==> src/hdl/mtte_pkg.sv <==
// Shared constants, letter table and helper functions for the multi-tap text entry block.
package mtte_pkg;

  // Display geometry and keypad letter options
  localparam int DISPLAY_COLS = 16;
  localparam int DISPLAY_ROWS = 2;
  localparam int TAP_OPTIONS  = 5;

  localparam int KEY_COUNT    = 16;
  localparam int PERIOD_W     = 16;
  localparam int CHAR_W       = 7;
  localparam int TAP_W        = 3;
  localparam int COL_W        = 4;
  localparam int ROW_W        = 1;
  localparam int KEY_W        = 4;
  localparam int DIV_CNT_W    = 4;

  localparam logic [PERIOD_W-1:0] FORGET_PERIOD_RESET = 16'd50000;
  localparam logic [COL_W-1:0]    LAST_COL = COL_W'(DISPLAY_COLS - 1);
  localparam logic [ROW_W-1:0]    LAST_ROW = ROW_W'(DISPLAY_ROWS - 1);
  localparam logic [DIV_CNT_W-1:0] DIV_LAST_STEP = DIV_CNT_W'(PERIOD_W - 1);
  localparam logic [TAP_W-1:0]    MAX_TAP = TAP_W'(TAP_OPTIONS - 1);

  // Item opcodes
  localparam logic OP_KEY  = 1'b0;
  localparam logic OP_TICK = 1'b1;

  typedef logic [CHAR_W-1:0] char_t;

  // Letters carried by each key (row * 4 + column); zero ends the list
  localparam char_t LETTERS [KEY_COUNT][TAP_OPTIONS] = '{
    '{7'h31, 7'h00, 7'h00, 7'h00, 7'h00},  // 1
    '{7'h32, 7'h61, 7'h62, 7'h63, 7'h00},  // 2 a b c
    '{7'h33, 7'h64, 7'h65, 7'h66, 7'h00},  // 3 d e f
    '{7'h55, 7'h00, 7'h00, 7'h00, 7'h00},  // U
    '{7'h34, 7'h67, 7'h68, 7'h69, 7'h00},  // 4 g h i
    '{7'h35, 7'h6a, 7'h6b, 7'h6c, 7'h00},  // 5 j k l
    '{7'h36, 7'h6d, 7'h6e, 7'h6f, 7'h00},  // 6 m n o
    '{7'h44, 7'h00, 7'h00, 7'h00, 7'h00},  // D
    '{7'h37, 7'h70, 7'h71, 7'h72, 7'h73},  // 7 p q r s
    '{7'h38, 7'h74, 7'h75, 7'h76, 7'h00},  // 8 t u v
    '{7'h39, 7'h77, 7'h78, 7'h79, 7'h7a},  // 9 w x y z
    '{7'h4d, 7'h00, 7'h00, 7'h00, 7'h00},  // M
    '{7'h4e, 7'h00, 7'h00, 7'h00, 7'h00},  // N
    '{7'h30, 7'h00, 7'h00, 7'h00, 7'h00},  // 0
    '{7'h53, 7'h00, 7'h00, 7'h00, 7'h00},  // S
    '{7'h45, 7'h00, 7'h00, 7'h00, 7'h00}   // E
  };

  // Number of letters on a key: leading non-zero entries, at least one
  function automatic logic [TAP_W-1:0] letter_count(input logic [KEY_W-1:0] key);
    logic [TAP_W-1:0] n;
    logic             stop;
    n    = '0;
    stop = 1'b0;
    for (int i = 0; i < TAP_OPTIONS; i++) begin
      if (!stop && LETTERS[key][i] != '0) begin
        n = n + TAP_W'(1);
      end else begin
        stop = 1'b1;
      end
    end
    if (n == '0) begin
      n = TAP_W'(1);
    end
    return n;
  endfunction

  // Letter at a tap position; positions past the table read the first letter
  function automatic char_t letter_at(input logic [KEY_W-1:0] key,
                                      input logic [TAP_W-1:0] idx);
    char_t c;
    c = LETTERS[key][0];
    for (int i = 0; i < TAP_OPTIONS; i++) begin
      if (idx == TAP_W'(i)) begin
        c = LETTERS[key][i];
      end
    end
    return c;
  endfunction

endpackage

==> src/hdl/mtte_ifs.sv <==
// Handshake channel interfaces: key/tick input, display write output, period config.
interface mtte_in_if;
  import mtte_pkg::*;
  logic       valid;
  logic       ready;
  logic       op;
  logic [1:0] key_row;
  logic [1:0] key_col;
  modport source (output valid, output op, output key_row, output key_col, input ready);
  modport sink   (input valid, input op, input key_row, input key_col, output ready);
endinterface

interface mtte_out_if;
  import mtte_pkg::*;
  logic             valid;
  logic             ready;
  logic [CHAR_W-1:0] char_code;
  logic [ROW_W-1:0]  cell_row;
  logic [COL_W-1:0]  cell_col;
  logic              replaced;
  logic [TAP_W-1:0]  tap_index;
  modport source (output valid, output char_code, output cell_row, output cell_col,
                  output replaced, output tap_index, input ready);
  modport sink   (input valid, input char_code, input cell_row, input cell_col,
                  input replaced, input tap_index, output ready);
endinterface

interface mtte_cfg_if;
  import mtte_pkg::*;
  logic                valid;
  logic                ready;
  logic [PERIOD_W-1:0] data;
  modport source (output valid, output data, input ready);
  modport sink   (input valid, input data, output ready);
endinterface

==> src/hdl/multi_tap_text_entry.sv <==
// Multi-tap keypad text entry: key/tick items in, display cell writes out.
//
// Channels: key_in takes one item per valid/ready edge, either a key press
// (row, column) or a bare timer tick. cell_out gives one cell write per key
// press and nothing per tick. cfg writes forget_period (0 acts as 1).
// Path: an accepted item waits in the input register, then its cell write
// is loaded into the result register, which drives cell_out.
// Throughput: one item per cycle while cell_out is taken and no period
// reduction runs; the input and output registers let a new item in while
// a result waits. A period write starts a bit-serial remainder unit that
// reduces the tick counter against the new period; key_in and cfg are held
// not ready while it runs.
// Reset: cursor at row 0 column 0, tick counter 0, no previous key, period
// 50000; no result pending.
// Receiver stall: the result register holds; a key item in the input
// register waits for it, ticks pass on, and key_in drops ready once the
// input register is blocked.
module multi_tap_text_entry (
  input  logic      clk,
  input  logic      rst,
  mtte_in_if.sink   key_in,
  mtte_out_if.source cell_out,
  mtte_cfg_if.sink  cfg
);
  import mtte_pkg::*;

  // Configuration and tick counter
  logic [PERIOD_W-1:0] forget_period;
  logic [PERIOD_W-1:0] tick_count;
  logic [PERIOD_W-1:0] period_eff;

  // Remainder unit
  logic                 busy;
  logic [DIV_CNT_W-1:0] div_step;
  logic [PERIOD_W-1:0]  div_rem;
  logic [PERIOD_W-1:0]  div_src;
  logic [PERIOD_W:0]    div_shift;
  logic [PERIOD_W-1:0]  div_rem_next;

  // Input register
  logic       s1_valid;
  logic       s1_op;
  logic [KEY_W-1:0] s1_key;
  logic       s1_advance;
  logic       out_free;

  // Running state
  logic [COL_W-1:0] cursor_col;
  logic [ROW_W-1:0] cursor_row;
  logic             last_key_valid;
  logic [KEY_W-1:0] last_key;
  logic [TAP_W-1:0] tap_count;

  // Per-item logic
  logic              over;
  logic [PERIOD_W-1:0] tick_cur;
  logic [PERIOD_W:0] tick_sum;
  logic              tick_wrap;
  logic [PERIOD_W-1:0] tick_count_next;
  logic              key_known;
  logic              repeat_tap;
  logic [TAP_W-1:0]  count;
  logic [TAP_W-1:0]  tap_count_next;
  logic [COL_W-1:0]  wr_col;
  logic [ROW_W-1:0]  wr_row;
  logic [COL_W-1:0]  cursor_col_next;
  logic [ROW_W-1:0]  cursor_row_next;

  assign period_eff = (forget_period == '0) ? PERIOD_W'(1) : forget_period;

  // Handshakes
  assign out_free     = !cell_out.valid || cell_out.ready;
  assign s1_advance   = s1_valid && !busy && (s1_op == OP_TICK || out_free);
  assign key_in.ready = !busy && (!s1_valid || s1_advance);
  assign cfg.ready    = !busy && !s1_valid;

  // Config register
  always_ff @(posedge clk) begin
    if (rst) begin
      forget_period <= FORGET_PERIOD_RESET;
    end else if (cfg.valid && cfg.ready) begin
      forget_period <= cfg.data;
    end
  end

  // Restoring remainder step: tick_count mod period, one bit a cycle
  always_comb begin
    div_shift = {div_rem, div_src[PERIOD_W-1]};
    if (div_shift >= {1'b0, period_eff}) begin
      div_rem_next = PERIOD_W'(div_shift - {1'b0, period_eff});
    end else begin
      div_rem_next = div_shift[PERIOD_W-1:0];
    end
  end

  always_ff @(posedge clk) begin
    if (rst) begin
      busy     <= 1'b0;
      div_step <= '0;
    end else if (cfg.valid && cfg.ready) begin
      busy     <= 1'b1;
      div_step <= '0;
    end else if (busy) begin
      div_step <= div_step + DIV_CNT_W'(1);
      if (div_step == DIV_LAST_STEP) begin
        busy <= 1'b0;
      end
    end
  end

  always_ff @(posedge clk) begin
    if (cfg.valid && cfg.ready) begin
      div_rem <= '0;
      div_src <= tick_count;
    end else if (busy) begin
      div_rem <= div_rem_next;
      div_src <= {div_src[PERIOD_W-2:0], 1'b0};
    end
  end

  // Input register
  always_ff @(posedge clk) begin
    if (rst) begin
      s1_valid <= 1'b0;
    end else if (key_in.ready) begin
      s1_valid <= key_in.valid;
    end
  end

  always_ff @(posedge clk) begin
    if (key_in.valid && key_in.ready) begin
      s1_op  <= key_in.op;
      s1_key <= {key_in.key_row, key_in.key_col};
    end
  end

  // Tick counter: a count at or above a new period uses its reduced value
  always_comb begin
    over            = tick_count >= period_eff;
    tick_cur        = over ? div_rem : tick_count;
    tick_sum        = {1'b0, tick_cur} + (PERIOD_W+1)'(1);
    tick_wrap       = over || (tick_sum >= {1'b0, period_eff});
    tick_count_next = (tick_sum >= {1'b0, period_eff}) ? '0 : tick_sum[PERIOD_W-1:0];
  end

  // Tap selection and cursor movement
  always_comb begin
    key_known  = last_key_valid && !tick_wrap;
    repeat_tap = key_known && (last_key == s1_key);
    count      = letter_count(s1_key);
    if (repeat_tap) begin
      tap_count_next = (tap_count + TAP_W'(1) >= count) ? '0 : tap_count + TAP_W'(1);
    end else begin
      tap_count_next = '0;
    end

    // A repeated tap rewrites the cell before the cursor; the cursor stays
    if (repeat_tap) begin
      if (cursor_col == '0) begin
        wr_col = LAST_COL;
        wr_row = (cursor_row == '0) ? LAST_ROW : cursor_row - ROW_W'(1);
      end else begin
        wr_col = cursor_col - COL_W'(1);
        wr_row = cursor_row;
      end
      cursor_col_next = cursor_col;
      cursor_row_next = cursor_row;
    end else begin
      wr_col = cursor_col;
      wr_row = cursor_row;
      if (cursor_col == LAST_COL) begin
        cursor_col_next = '0;
        cursor_row_next = (cursor_row == LAST_ROW) ? '0 : cursor_row + ROW_W'(1);
      end else begin
        cursor_col_next = cursor_col + COL_W'(1);
        cursor_row_next = cursor_row;
      end
    end
  end

  // Running state update
  always_ff @(posedge clk) begin
    if (rst) begin
      tick_count     <= '0;
      cursor_col     <= '0;
      cursor_row     <= '0;
      last_key_valid <= 1'b0;
      last_key       <= '0;
      tap_count      <= '0;
    end else if (s1_advance) begin
      tick_count <= tick_count_next;
      if (s1_op == OP_KEY) begin
        cursor_col     <= cursor_col_next;
        cursor_row     <= cursor_row_next;
        last_key_valid <= 1'b1;
        last_key       <= s1_key;
        tap_count      <= tap_count_next;
      end else if (tick_wrap) begin
        last_key_valid <= 1'b0;
      end
    end
  end

  // Result register
  always_ff @(posedge clk) begin
    if (rst) begin
      cell_out.valid <= 1'b0;
    end else if (s1_advance && s1_op == OP_KEY) begin
      cell_out.valid <= 1'b1;
    end else if (cell_out.ready) begin
      cell_out.valid <= 1'b0;
    end
  end

  always_ff @(posedge clk) begin
    if (s1_advance && s1_op == OP_KEY) begin
      cell_out.char_code <= letter_at(s1_key, tap_count_next);
      cell_out.cell_row  <= wr_row;
      cell_out.cell_col  <= wr_col;
      cell_out.replaced  <= repeat_tap;
      cell_out.tap_index <= tap_count_next;
    end
  end

endmodule

==> src/flat_wrapper.sv <==
// flat-port wrapper written by rule: the top's interface ports become plain ports
module multi_tap_text_entry_flat import mtte_pkg::*;
  (clk, rst, key_in_valid, key_in_op, key_in_key_row, key_in_key_col, key_in_ready, cell_out_valid, cell_out_char_code, cell_out_cell_row, cell_out_cell_col, cell_out_replaced, cell_out_tap_index, cell_out_ready, cfg_valid, cfg_data, cfg_ready);
  mtte_in_if key_in_i ();
  mtte_out_if cell_out_i ();
  mtte_cfg_if cfg_i ();
  input  logic clk;
  input  logic rst;
  input wire logic [$bits(key_in_i.valid)-1:0] key_in_valid;
  input wire logic [$bits(key_in_i.op)-1:0] key_in_op;
  input wire logic [$bits(key_in_i.key_row)-1:0] key_in_key_row;
  input wire logic [$bits(key_in_i.key_col)-1:0] key_in_key_col;
  output wire logic [$bits(key_in_i.ready)-1:0] key_in_ready;
  output wire logic [$bits(cell_out_i.valid)-1:0] cell_out_valid;
  output wire logic [$bits(cell_out_i.char_code)-1:0] cell_out_char_code;
  output wire logic [$bits(cell_out_i.cell_row)-1:0] cell_out_cell_row;
  output wire logic [$bits(cell_out_i.cell_col)-1:0] cell_out_cell_col;
  output wire logic [$bits(cell_out_i.replaced)-1:0] cell_out_replaced;
  output wire logic [$bits(cell_out_i.tap_index)-1:0] cell_out_tap_index;
  input wire logic [$bits(cell_out_i.ready)-1:0] cell_out_ready;
  input wire logic [$bits(cfg_i.valid)-1:0] cfg_valid;
  input wire logic [$bits(cfg_i.data)-1:0] cfg_data;
  output wire logic [$bits(cfg_i.ready)-1:0] cfg_ready;
  assign key_in_i.valid = key_in_valid;
  assign key_in_i.op = key_in_op;
  assign key_in_i.key_row = key_in_key_row;
  assign key_in_i.key_col = key_in_key_col;
  assign key_in_ready = key_in_i.ready;
  assign cell_out_valid = cell_out_i.valid;
  assign cell_out_char_code = cell_out_i.char_code;
  assign cell_out_cell_row = cell_out_i.cell_row;
  assign cell_out_cell_col = cell_out_i.cell_col;
  assign cell_out_replaced = cell_out_i.replaced;
  assign cell_out_tap_index = cell_out_i.tap_index;
  assign cell_out_i.ready = cell_out_ready;
  assign cfg_i.valid = cfg_valid;
  assign cfg_i.data = cfg_data;
  assign cfg_ready = cfg_i.ready;
  multi_tap_text_entry u_core (.clk(clk), .rst(rst), .key_in(key_in_i), .cell_out(cell_out_i), .cfg(cfg_i));
endmodule
==> config.mk <==
export PLATFORM = sky130hd
export DESIGN_NAME = multi_tap_text_entry_flat
export DESIGN_NICKNAME = d
export VERILOG_FILES = /design/src/hdl/mtte_pkg.sv /design/src/hdl/mtte_ifs.sv /design/src/hdl/multi_tap_text_entry.sv /design/src/flat_wrapper.sv
export SDC_FILE = /design/constraint.sdc
export NUM_CORES = 1
export LEC_CHECK = 0
export BUFFER_PORTS_ARGS = -buffer_cell sky130_fd_sc_hd__buf_4
export CORE_MARGIN = 8
export CORE_UTILIZATION = 35
export CTS_CLUSTER_DIAMETER = 50
export DETAILED_ROUTE_END_ITERATION = 10
export SYNTH_ARGS = -nofsm -noshare
export SYNTH_HDL_FRONTEND = slang
export SYNTH_SLANG_ARGS = --single-unit
==> constraint.sdc <==
create_clock -name clk -period 6.8 [get_ports clk]
set_input_delay 0.34 -clock clk [delete_from_list [all_inputs] [get_ports clk]]
set_output_delay 0.34 -clock clk [all_outputs]
set_load 0.005 [all_outputs]
Yosys cells after proc, flatten, opt, wreduce, memory -nomap -nowiden
Memories as Yosys holds them, arrays and structs flattened.
Index checks and enable logic that the tools add are counted.
{ "totals": {"word_cells": 126, "out_inout_bits": 19, "in_bits": 26, "reg_bits": 105, "rom_bits": 560, "mem_count": 1} }
{ "classes": {"addsub": 12, "order_cmp": 5, "n_bitwise": 3, "n_eq_ne": 8, "muxes": 38, "reduce_logical": 39} }
{ "mem_list": {"columns": ["name", "depth", "width", "read_ports", "rd_clocked_by_memory_dff", "wr", "line_no", "rtl"], "rows": [
  ["(name not given)", 16, 35, 1, 0, 0, "mtte_pkg.sv:57", "if (!stop && LETTERS[key][i] != '0) begin"]
]} }
{ "op_table": {"columns": ["op", "count"], "rows": [
  ["16-bit 2-to-1 mux", 6],
  ["35-bit 2-to-1 mux", 2],
  ["7-bit nonzero test", 5],
  ["17-bit by 16-bit >= comparator with 1-bit output", 2],
  ["7-bit 2-to-1 mux", 4],
  ["3-bit 2-to-1 mux", 7],
  ["16-bit by 1-bit adder with 17-bit output, second input constant", 1],
  ["16-bit >= comparator", 1],
  ["16-bit logical NOT", 1],
  ["1-bit 2-to-1 mux", 16],
  ["16-bit subtractor", 1],
  ["1-bit logical AND", 13],
  ["3-bit by 1-bit adder with 3-bit output, second input constant", 4],
  ["4-bit 2-to-1 mux", 3],
  ["4-bit by 1-bit adder with 4-bit output, second input constant", 2],
  ["4-bit == test, second input constant", 2],
  ["1-bit logical NOT", 7],
  ["3-bit by 2-bit == test with 1-bit output, second input constant", 2],
  ["5-bit >= comparator, second input constant", 1],
  ["4-bit NOT with 5-bit output", 1],
  ["4-bit == test", 1],
  ["4-bit logical NOT", 1],
  ["1-bit logical OR", 4],
  ["2-bit AND reduction", 2],
  ["other kinds (14)", 16]
]} }

Longest topological paths before layout
{ "logic_depth": {"ltp_word": 26, "depth_mapped": 31, "mapped_depth_nobuf": 27} }

Least setup slack after synthesis
No wires, ideal clock.
{ "synth_timing": {"path_kind": "flip-flop to flip-flop", "start": "register u_core.forget_period[1]", "end": "register u_core.cell_out.char_code[3], data pin", "n_path_buf": 4, "required_time_ns": 6.535, "slack_ns": 1.108, "setup_time_ns": 0.265, "synth_period_minus_slack_ns": 5.692, "arrival_ns": 5.427, "stages_incl_launch_ff": 30, "path_cell_list": "dfxtp_1 > nor4_1 > a41o_1 > ha_1 > nor3b_1 > o21ai_0 > o2111ai_1 > o211ai_2 > buf_6 > buf_2 > buf_2 > mux2_2 > ha_1 > nand3_1 > nor2_1 > nand3_1 > mux2_4 > nor2_1 > xnor2_1 > mux2i_1 > ha_1 > a21oi_1 > o2111ai_1 > a211oi_1 > nor2_1 > a2111oi_4 > nand2_2 > buf_2 > a221oi_1 > a21oi_1"} }
{ "synth_via": {"elab_chain_cells": 16, "word_cells_on_any_way": 19, "classes_between": "add/sub (1); order compare (2); eq/ne (4); mux (7); reduce/logical (5)"} }
{ "synth_rtl": {"columns": ["item", "line_no", "rtl"], "rows": [
  ["start, declared", "multi_tap_text_entry.sv:28", "logic [PERIOD_W-1:0] forget_period;"],
  ["start signal, assigned", "multi_tap_text_entry.sv:82", "forget_period <= cfg.data;"],
  ["16-bit logical NOT", "multi_tap_text_entry.sv:69", "assign period_eff = (forget_period == '0) ? PERIOD_W'(1) : forget_period;"],
  ["16-bit 2-to-1 mux (*)", "multi_tap_text_entry.sv:69", null],
  ["16-bit >= comparator", "multi_tap_text_entry.sv:139", "over = tick_count >= period_eff;"],
  ["16-bit 2-to-1 mux", "multi_tap_text_entry.sv:140", "tick_cur = over ? div_rem : tick_count;"],
  ["16-bit by 1-bit adder with 17-bit output", "multi_tap_text_entry.sv:141", "tick_sum = {1'b0, tick_cur} + (PERIOD_W+1)'(1);"],
  ["17-bit by 16-bit >= comparator with 1-bit output", "multi_tap_text_entry.sv:142", "tick_wrap = over || (tick_sum >= {1'b0, period_eff});"],
  ["1-bit logical OR (*)", "multi_tap_text_entry.sv:142", null],
  ["1-bit logical NOT (*)", "multi_tap_text_entry.sv:148", "key_known = last_key_valid && !tick_wrap;"],
  ["1-bit logical AND (*)", "multi_tap_text_entry.sv:148", null],
  ["1-bit logical AND (*)", "multi_tap_text_entry.sv:149", "repeat_tap = key_known && (last_key == s1_key);"],
  ["3-bit 2-to-1 mux (*)", "multi_tap_text_entry.sv:151", "if (repeat_tap) begin"],
  ["3-bit by 1-bit == test with 1-bit output", "mtte_pkg.sv:75", "if (idx == TAP_W'(i)) begin"],
  ["7-bit 2-to-1 mux (3 in series)", "mtte_pkg.sv:75", null],
  ["7-bit 2-to-1 mux (*)", "mtte_pkg.sv:75", null],
  ["end signal, assigned", "multi_tap_text_entry.sv:217", "cell_out.char_code <= letter_at(s1_key, tap_count_next);"],
  ["end, declared", "mtte_ifs.sv:22", "modport source (output valid, output char_code, output cell_row, output cell_col,"]
]} }
Mark *: on every way between the ends. The rest lies on a longest branch, timed or not.
A chain may end at the register's enable or synchronous reset.

Worst setup path in the final report
Ends and elaborated chain as after synthesis.

==> qor.yml <==
run_status:
  outcome: "completed"
worst_setup_path:
  critPathKind: "reg2reg"
  cp_data_required_time_ns: 7.01
  critPathLaunchType: "flip-flop"
  cp.arrival_ns: 6.33
  cp_max_fo: 16
  end_kind: "flip-flop"
sta:
  skew_ns: 0.0123
  hold_viol: 0
  max_freq_mhz: 163
  setup-violations-final: 0
  min_period_over_period_pct: 90.0
  slew_headroom_pct: 28.3
  slew_viol_final: 0
  finalCriticalPeriod_ns: 6.12
  fin_setup_tns_ns: 0
  worst_pin_slew_ns: 1.07
  fin_ws_ns: 0.678
  rsz0062_at_grt: "false"
finish:
  drive_gt1_share_pct: 9.09
  fin_nets: 1001
  n_antenna_cell: 0
  synthToLayoutAreaGrowth_pct: 11.7
synth:
  synth.avg_cell_area_um2: 8.23
  syn_nets: 978
  synth_warnings: 0
  synth_ff_type: "dfxtp_1"
  syn_area_um2: 7280
  synth_area_leaders: "dfxtp_1 (19%), edfxtp_1 (15%), ha_1 (11%)"
  post_synth_num_cell_types: 67
  seq_area_frac_synth_pct: 33.9
  synthArstFlopShare_pct: 0
  synth_seq_cells: 105
  synth_top_area_share_pct: 18.7
  yosysTopAreaCell: "dfxtp_1"
  synth-edff-count: 37
  synth_cells: 885
floorplan:
  initial_core_util_pct: 35.8
  ios: 45
  dieWidth_um: 160
  rows: 52
  dieArea_um2: 25700
  die_h_um: 160
  coreArea_um2: 20400
grt:
  grt_max_degree: 45
  antenna_found_initial: 0
  grt_pass1_vias: 5886
  track_usage_pct: 14.6
  grt_first_pass_wirelength_mm: 30.9
  overflow: 0
hold_path:
  hold_class: "in2reg"
clock_network:
  root_buffer: "clkbuf_16"
  cts_tree: "done"
  cts_max_path_buffers: 2
  cts_made_buffers: 9
  clock-sinks: 105
  cts_max_level: 3
  clk_latency_ns: 0.36
  clk_pin_slew_ns: 0.07
place:
  portBuffers: 44
  place_congestion: 0.882
  post-place-ws_ns: 0.653
  post-dp-hpwl_mm: 13.7
power_and_ir_drop:
  vdd_ir_drop_max_mv: 0.127
  p_per_area_nw_per_um2: 197
  p_leak_nw: 3.29
run:
  max_cap_violations: 0
drt:
  firstDrtPassIters: 5
  ant_nets: 0
  drtIter0Drc: 463
  drc: 0
  routedWlPerCell_um: 15.6
  via_per_inst: 5.24
  routed-via-count: 6203
  routed_wirelength_mm: 18.5
per-layer routing:
metal | track usage, % | routed length [µm] | vias to the layer above
li1 | - | - | 3193
met1 | 20.8 | 9510 | 2855
met2 | 22.0 | 7970 | 135
met3 | 1.85 | 695 | 20
met4 | 5.18 | 324 | 0
met5 | 0 | 0 | -
cell usage in the layout (no fill, tap or decap), drive strengths merged, types with 7 or more instances in the layout:
cell	instances
inv	40
mux2i	29
o211ai	9
ha	66
nand4	11
xnor2	22
and3	8
a21oi	82
nor2	60
o21ai	49
dfxtp	68
xor2	21
edfxtp	37
nand2	162
a21o	7
nor2b	13
clkbuf	11
nor3	25
nand2b	13
buf	52
nand3	36
state kept, by name, indices dropped and copies added, names as in the netlist, 3 cells and up:
signal,count
u_core.div_rem,16
u_core.div_src,16
u_core.forget_period,16
u_core.tick_count,16
u_core.cell_out.char_code,7
u_core.cell_out.cell_col,4
u_core.cursor_col,4
u_core.div_step,4
u_core.last_key,4
u_core.s1_key,4
u_core.cell_out.tap_index,3
u_core.tap_count,3
critical path, stage by stage (launching register included):
cell and delay [ns]:
dfxtp_1 0.36, nor4_1 0.34, a41o_1 0.28, ha_1 0.25
nor3b_1 0.20, o21ai_0 0.13, o2111ai_1 0.15, o211ai_4 0.13
o21ai_1 0.27, ha_2 0.32, nand3_1 0.13, nor2_1 0.19
nand3_1 0.16, mux2_4 0.31, nor2_1 0.13, xnor2_1 0.13
mux2i_1 0.12, ha_1 0.32, a21oi_1 0.18, o2111ai_1 0.14
a211oi_1 0.19, nor2_1 0.16, a2111oi_4 0.36, buf_4 0.26
nand2_2 0.19, o32ai_1 0.31, nand2_1 0.08, a21oi_1 0.17
cell type report:
cell class,instances,area (µm²)
timing repair buffer,52,390
tap,270,338
multi-input combinational,700,4500
clock buffer,11,233
clock inverter,5,55.1
fill,2073,12200
inverter,40,150
sequential,105,2470
through the flow:
step / area (µm²) / cells / hold slack, ns / util [%] / power (mW)
floorplan: 7280 / 885 / 0.436 / - / 0.987
global placement: 7850 / 1167 / 0.444 / 38.5 / 1.09
detailed placement: 7850 / 1167 / 0.456 / 38.5 / 1.09
CTS: 8130 / 1183 / 0.145 / 39.9 / 1.62
global route: 8140 / 1183 / 0.146 / 40.0 / 1.70
finish: 8140 / 1183 / 0.157 / 40.0 / 1.61
cells by family (layout without fill, tap and decap cells):
family                     count (synthesis)  after routing  synth area share [%]
adders and majority gates                 67             67                  11.6
and+or+nand+nor                          358            358                  22.6
muxes                                     32             32                  4.50
AOI/OAI and AO/OA                        200            200                  17.7
DFF                                      105            105                  33.9
xor gates and xnor gates                  43             43                  5.17
buffers and inverters                     80            108                  4.47
Yosys cell counts (all sizes together), types with 4 or more instances:
library cell  instances
a21o                  7
and2                  6
xnor2                22
or3                   5
o22ai                 5
nor2b                13
inv                  39
nor2                 60
nand4                11
o21a                  6
a221oi                4
buf                  11
xor2                 21
dfxtp                68
nand3                36
and3                  8
clkbuf               29
ha                   66
o211ai                9
nand2b               13
nor3                 25
a21oi                82
nor4                  5
nand2               162
o21ai                49
mux2i                29
edfxtp               37
a32o                  5
power by group:
group,leakage (nW),switching (mW),internal (mW),total [mW]
Clock,0.143,0.241,0.286,0.527
Combinational,2.24,0.210,0.135,0.345
Sequential,0.908,0.0332,0.700,0.734
path summary, 6_finish.rpt:
path,slack (ns),end,depth (start not counted),start
max,0.68,u_core.cell_out.char_code[3]$_DFFE_PP_,27,u_core.forget_period[1]$_SDFFE_PP0P_
min,0.16,u_core.s1_key[0]$_DFFE_PP_,1,key_in_key_col[0]
max reg2reg,0.68,u_core.cell_out.char_code[3]$_DFFE_PP_,27,u_core.forget_period[1]$_SDFFE_PP0P_
min reg2reg,0.46,u_core.tap_count[1]$_SDFFE_PP0P_,2,u_core.tap_count[1]$_SDFFE_PP0P_
timing repair:
action,4_1_cts,5_1_grt
resized for setup,0,2
setup buffers,0,0
setup endpoints to repair,0,5
hold buffers,0,0
hold endpoints to repair,0,0
(Power assumes the default switching activity.)
